===== config.mk =====
export PLATFORM = sky130hd
export DESIGN_NAME = integer_to_decimal_ascii
export DESIGN_NICKNAME = d
export VERILOG_FILES = /design/src/itda_pkg.sv /design/src/integer_to_decimal_ascii.sv
export SDC_FILE = /design/constraint.sdc
export NUM_CORES = 1
export LEC_CHECK = 0
export ABC_AREA = 0
export BUFFER_PORTS_ARGS = -buffer_cell sky130_fd_sc_hd__buf_2
export CORE_UTILIZATION = 50
export CTS_CLUSTER_DIAMETER = 30
export DETAILED_ROUTE_END_ITERATION = 8
export MAX_ROUTING_LAYER = met4
export PLACE_DENSITY = 0.68
export SLEW_MARGIN = 20
export SYNTH_ARGS = -nofsm -noshare
export SYNTH_HDL_FRONTEND = slang
export SYNTH_SLANG_ARGS = --single-unit

===== constraint.sdc =====
create_clock -name clock -period 23.1 [get_ports clock]
set_clock_uncertainty 0.2 [all_clocks]
set_input_delay 1.155 -clock clock [delete_from_list [all_inputs] [get_ports clock]]
set_output_delay 1.155 -clock clock [all_outputs]
set_load 0.01 [all_outputs]

===== src/itda_pkg.sv =====
`timescale 1ns / 1ps
`default_nettype none

package itda_pkg;

   localparam int ValueWidth = 64;
   localparam int NarrowWidth = 32;
   localparam int NumDigits = 20;
   localparam int BcdWidth = 4 * NumDigits;
   localparam int BitCntWidth = $clog2(ValueWidth);
   localparam int DigitCntWidth = $clog2(NumDigits);

   localparam logic [6:0] CharZero = 7'd48;
   localparam logic [6:0] CharMinus = 7'd45;
   localparam logic [3:0] DigitMax = 4'd9;

   typedef struct packed {
      logic [ValueWidth-1:0] value;
      logic                  is_signed;
      logic                  is_wide;
   } req_type;

   typedef struct packed {
      logic [6:0] char_code;
      logic       last;
   } rsp_type;

   typedef enum logic [2:0] {
      StIdle,
      StConv,
      StSkip,
      StSign,
      StDigit
   } state_type;

endpackage

`default_nettype wire


===== src/integer_to_decimal_ascii.sv =====
// operation: bit-serial double dabble over 32 (narrow) or 64 (wide) bits in StConv after the
// transfer in, then StSkip drops leading zero digits (up to 19) and leaves the scan; the sign, if
// any, is registered in StSign and the digits in StDigit, each held while the output stalls
// flow: one number at a time; a new number is taken only in StIdle, after the last character
// of the number before it has been registered
// reset: synchronous, clears the state machine and the output valid; no storage to clear
`timescale 1ns / 1ps
`default_nettype none

module integer_to_decimal_ascii
   import itda_pkg::*;
(
   input  wire logic    clock,
   input  wire logic    reset,
   input  wire logic    req_valid,
   output logic         req_stall,
   input  wire req_type req_data,
   output logic         rsp_valid,
   input  wire logic    rsp_stall,
   output rsp_type      rsp_data
);

   state_type state_ff, state_in;

   logic [ValueWidth-1:0]    shift_ff, shift_in;
   logic [BcdWidth-1:0]      bcd_ff, bcd_in;
   logic [BitCntWidth-1:0]   bit_left_ff, bit_left_in;
   logic [DigitCntWidth-1:0] digit_left_ff, digit_left_in;
   logic                     neg_ff, neg_in;
   logic                     rsp_valid_ff, rsp_valid_in;
   rsp_type                  rsp_ff, rsp_in;

   logic                  req_xfer;
   logic                  load_ok;
   logic [ValueWidth-1:0] masked;
   logic [ValueWidth-1:0] magnitude;
   logic                  sign_bit;
   logic                  neg_now;
   logic [BcdWidth-1:0]   bcd_adj;
   logic [3:0]            top_digit;

   assign req_stall = (state_ff != StIdle);
   assign req_xfer = req_valid && !req_stall;
   assign load_ok = !rsp_valid_ff || !rsp_stall;
   assign top_digit = bcd_ff[BcdWidth-1 -: 4];

   always_comb begin
      masked = req_data.is_wide ? req_data.value
                                : {{(ValueWidth-NarrowWidth){1'b0}},
                                   req_data.value[NarrowWidth-1:0]};
      sign_bit = req_data.is_wide ? req_data.value[ValueWidth-1]
                                  : req_data.value[NarrowWidth-1];
      neg_now = req_data.is_signed && sign_bit;
      magnitude = masked;
      if (neg_now) begin
         magnitude = ~masked + {{(ValueWidth-1){1'b0}}, 1'b1};
         if (!req_data.is_wide) begin
            magnitude[ValueWidth-1:NarrowWidth] = '0;
         end
      end
   end

   // add 3 to every digit of 5 or more before the next shift
   always_comb begin
      for (int i = 0; i < NumDigits; i++) begin
         if (bcd_ff[4*i +: 4] >= 4'd5) begin
            bcd_adj[4*i +: 4] = bcd_ff[4*i +: 4] + 4'd3;
         end else begin
            bcd_adj[4*i +: 4] = bcd_ff[4*i +: 4];
         end
      end
   end

   always_comb begin
      state_in = state_ff;
      case (state_ff)
         StIdle: begin
            if (req_xfer) begin
               state_in = StConv;
            end
         end
         StConv: begin
            if (bit_left_ff == '0) begin
               state_in = StSkip;
            end
         end
         StSkip: begin
            if (top_digit != 4'd0 || digit_left_ff == '0) begin
               state_in = neg_ff ? StSign : StDigit;
            end
         end
         StSign: begin
            if (load_ok) begin
               state_in = StDigit;
            end
         end
         StDigit: begin
            if (load_ok && digit_left_ff == '0) begin
               state_in = StIdle;
            end
         end
         default: state_in = StIdle;
      endcase
   end

   always_comb begin
      shift_in = shift_ff;
      bcd_in = bcd_ff;
      bit_left_in = bit_left_ff;
      digit_left_in = digit_left_ff;
      neg_in = neg_ff;
      rsp_in = rsp_ff;
      rsp_valid_in = rsp_valid_ff && rsp_stall;
      case (state_ff)
         StIdle: begin
            if (req_xfer) begin
               neg_in = neg_now;
               bcd_in = '0;
               // narrow operands sit at the top so the shift reads from one place
               if (req_data.is_wide) begin
                  shift_in = magnitude;
                  bit_left_in = BitCntWidth'(ValueWidth - 1);
               end else begin
                  shift_in = {magnitude[NarrowWidth-1:0], {(ValueWidth-NarrowWidth){1'b0}}};
                  bit_left_in = BitCntWidth'(NarrowWidth - 1);
               end
            end
         end
         StConv: begin
            bcd_in = {bcd_adj[BcdWidth-2:0], shift_ff[ValueWidth-1]};
            shift_in = {shift_ff[ValueWidth-2:0], 1'b0};
            bit_left_in = bit_left_ff - BitCntWidth'(1);
            digit_left_in = DigitCntWidth'(NumDigits - 1);
         end
         StSkip: begin
            if (top_digit == 4'd0 && digit_left_ff != '0) begin
               bcd_in = {bcd_ff[BcdWidth-5:0], 4'd0};
               digit_left_in = digit_left_ff - DigitCntWidth'(1);
            end
         end
         StSign: begin
            if (load_ok) begin
               rsp_in.char_code = CharMinus;
               rsp_in.last = 1'b0;
               rsp_valid_in = 1'b1;
            end
         end
         StDigit: begin
            if (load_ok) begin
               rsp_in.char_code = CharZero + {3'b000, top_digit};
               rsp_in.last = (digit_left_ff == '0);
               rsp_valid_in = 1'b1;
               bcd_in = {bcd_ff[BcdWidth-5:0], 4'd0};
               digit_left_in = digit_left_ff - DigitCntWidth'(1);
            end
         end
         default: begin
            rsp_valid_in = 1'b0;
         end
      endcase
   end

   always_ff @(posedge clock) begin
      if (reset) begin
         state_ff <= StIdle;
         rsp_valid_ff <= 1'b0;
      end else begin
         state_ff <= state_in;
         rsp_valid_ff <= rsp_valid_in;
      end
   end

   always_ff @(posedge clock) begin
      shift_ff <= shift_in;
      bcd_ff <= bcd_in;
      bit_left_ff <= bit_left_in;
      digit_left_ff <= digit_left_in;
      neg_ff <= neg_in;
      rsp_ff <= rsp_in;
   end

   assign rsp_valid = rsp_valid_ff;
   assign rsp_data = rsp_ff;

   a_accept_starts_conv: assert property (@(posedge clock) disable iff (reset)
      req_valid && !req_stall |=> state_ff == StConv)
      else $error("accepted number did not start conversion");

   a_sign_not_last: assert property (@(posedge clock) disable iff (reset)
      rsp_valid && rsp_data.char_code == CharMinus |-> !rsp_data.last)
      else $error("sign character marked last");

   a_char_is_digit: assert property (@(posedge clock) disable iff (reset)
      rsp_valid && rsp_data.char_code != CharMinus |->
      rsp_data.char_code >= CharZero && rsp_data.char_code <= CharZero + 7'd9)
      else $error("character is neither sign nor decimal digit");

   a_digit_is_bcd: assert property (@(posedge clock) disable iff (reset)
      state_ff == StDigit |-> top_digit <= DigitMax)
      else $error("converted digit out of decimal range");

endmodule

`default_nettype wire


==> impl_metrics.tcl <==
set metrics [dict create \
    tns_ns 0 \
    r2r-start "digit_left_ff[0]" \
    synth_seq_area_share_pct 45.2 \
    num_antenna_cells 0 \
    wl_mm 27.3 \
    critPathMaxFanout 9 \
    wl_per_cell_um 18.0 \
    p_sw_mw 0.577 \
    io_pins 80 \
    via_per_inst 5.99 \
    die_y_um 150 \
    worst_setup_path_start_kind "primary input" \
    fin_nets 1346 \
    grt_pass1_vias 8579 \
    area_growth_pct 11.1 \
    drv_cap 0 \
    cts_resized 0 \
    synth.distinct_cells 68 \
    final_cell_mix "162 x edfxtp_1, 153 x nand2_1, 144 x o21ai_0" \
    grt_max_degree 82 \
    worstHoldPathType "flop to flop" \
    drt-initial-drc-count 721 \
    cts_tree "done" \
    crit_type "primary input to flop" \
    ctsRootBufferMaster "clkbuf_16" \
    post_cts_buffers 0 \
    htreeDepth 4 \
    final_common_cell "edfxtp_1" \
    hpwlAfterDp_mm 18.2 \
    synth_flop_cell "edfxtp_1" \
    internal-power_mw 0.917 \
    syn_area_per_cell_sq_um 9.24 \
    pwr-share-seq_pct 43.3 \
    timing.hold.ws_ns 0.328 \
    syn_inst 1184 \
    drive_gt1_share_pct 10.9 \
    cts_buffers 17 \
    ctsHoldBuffers 0 \
    synth_nets 1299 \
    yosysWarnings 0 \
    power_frac_clock_pct 20.0 \
    p_leak_nw 4.33 \
    clock_sinks 166 \
    syn_area_sq_mm 0.0109 \
    gp_congestion 0.934 \
    synth-edff-count 162 \
    switching_share_pct 38.6 \
    timing.fmax_mhz 243 \
    utilization_pct 57.3 \
    ant_nets 0 \
    cp-end-kind "flop" \
    die_w_um 150 \
    crit_start "req_data[24]" \
    start_util_pct 51.6 \
    reg2reg_to "bcd_ff[31]" \
    ctsLongestPathBuffers 2 \
    portBuffers 77 \
    track_usage_pct 25.4 \
    overflow 0 \
    crit_required_ns 23.09 \
    outcome "completed" \
    setup_viol 0 \
    rsz0062_at_grt "false" \
    critical_path_arrival_ns 4.10 \
    drc 0 \
    hold_violations 0 \
    tightest_slew_ns 1.07 \
    power.density_mw_per_mm2 123 \
    pwr-share-comb_pct 36.7 \
    grt_first_pass_wirelength_mm 43.7 \
    vias 9095 \
    drt-pass1-iter-count 5 \
    path_clk_slew_ns 0.08 \
    reg2reg_depth 8 \
    vdd_ir_drop_max_mv 0.0974 \
    yosys_register_bits 166 \
    fin_crit_sh_pct 17.8 \
    cp-endpoint "shift_ff[40]" \
    async_reset_ff_share_pct 0 \
    dieArea_sq_mm 0.0225 \
    final.min_clock_period_ns 4.12 \
    antenna_found_initial 0 \
    r2r_setup_slack_ns 19.85 \
    rows 53 \
    slew_headroom_pct 28.8 \
    fp.coreArea_sq_mm 0.0212 \
    report.final.slew_viol_count 0 \
    clock_latency_ns 0.43 \
]
routing by layer:
metal	GRT usage, %	part of all wire, %	vias up
li1	-	-	4427
met1	33.3	46	4330
met2	40.0	46	283
met3	3.99	5.0	55
met4	8.99	2.7	0
met5	-	0	-
power by group through the flow:
| stage | logic (mW) | registers, mW | clock network (mW) |
|---|---|---|---|
| 2_1_floorplan | 0.428 | 0.634 | 0 |
| 3_3_place_gp | 0.535 | 0.648 | 0 |
| 3_5_place_dp | 0.548 | 0.650 | 0 |
| 4_1_cts | 0.552 | 0.646 | 0.303 |
| 5_1_grt | 0.627 | 0.667 | 0.312 |
| 6_report | 0.549 | 0.647 | 0.298 |
cells in the mapped netlist (6+ instances only):
cell type  number  share of area [%]
xor2_1         44                3.5
nor3_1         17               0.78
edfxtp_1      162                 44
ha_1           45                5.1
nand2b_1       30                1.7
mux2i_1         6               0.55
or4_1          16                1.1
a21oi_1       101                4.6
or3_1          14               0.80
nor2_1         89                3.1
nand2_1       154                5.3
nor2b_1         7               0.40
clkbuf_1       48                1.6
nor4_1          9               0.51
a211oi_1        6               0.41
o22ai_1         7               0.40
a31oi_1        13               0.74
nand3_1         9               0.41
inv_1          52                1.8
nor3b_1        26                1.8
o21ai_0       145                6.6
o31ai_1        29                2.0
xnor2_1        39                3.1
a22o_1         14                1.1
state kept, by name (all words and copies together), names as in the netlist:
signal,count
bcd_ff,80
bit_left_ff,6
digit_left_ff,5
neg_ff,1
rsp_data,6
rsp_valid,1
shift_ff,64
state_ff,3
worst max-delay path, stage by stage:
cell and delay (ns):
buf_2 0.14, or4_1 0.53, or4_1 0.69, o41ai_2 0.88, o21ai_0 0.27, xor2_1 0.20
a21oi_1 0.15, nor2_1 0.07
layout make-up:
type | count | area (sq um)
Fill cell | 1954 | 9070
Inverter | 52 | 195
Tap cell | 275 | 344
Clock inverter | 14 | 173
Timing Repair Buffer | 86 | 453
Multi-Input combinational cell | 908 | 5620
Clock buffer | 17 | 425
Sequential cell | 166 | 4940
worst min-delay path by stage:
stage	start	endpoint	slack [ns]	cells past startpoint
after global placement	shift_ff[20]	shift_ff[21]	0.30	2
after CTS	shift_ff[2]	shift_ff[3]	0.33	2
after global routing	shift_ff[26]	shift_ff[27]	0.35	2
after floorplan	shift_ff[30]	shift_ff[31]	0.29	2
after detailed placement	shift_ff[21]	shift_ff[22]	0.31	2
final	shift_ff[21]	shift_ff[22]	0.33	2
kinds of logic (layout without fill, tap and decap cells):
group	after synthesis	in the layout	share of synthesized area (%)
buffers and inverters	110	169	3.88
AO/OA/AOI/OAI	363	363	19.8
other	2	2	0.0686
multiplexers	9	9	0.858
XOR/XNOR	83	83	6.64
flip-flops	166	166	45.2
adder cells (fa/ha/maj)	45	45	5.15
AND/OR/NAND/NOR	406	406	18.4
metrics by stage:
| step | worst slack (ns) | instances | total power, mW | area (sq um) |
|---|---|---|---|---|
| after global routing | 18.86 | 1518 | 1.61 | 12200 |
| after CTS | 19.05 | 1518 | 1.50 | 12200 |
| final | 18.98 | 1518 | 1.49 | 12200 |
| after global placement | 18.56 | 1487 | 1.18 | 11600 |
| after detailed placement | 18.60 | 1487 | 1.20 | 11600 |
| after floorplan | 13.80 | 1184 | 1.06 | 10900 |
Power figures use the tool's default switching activity.
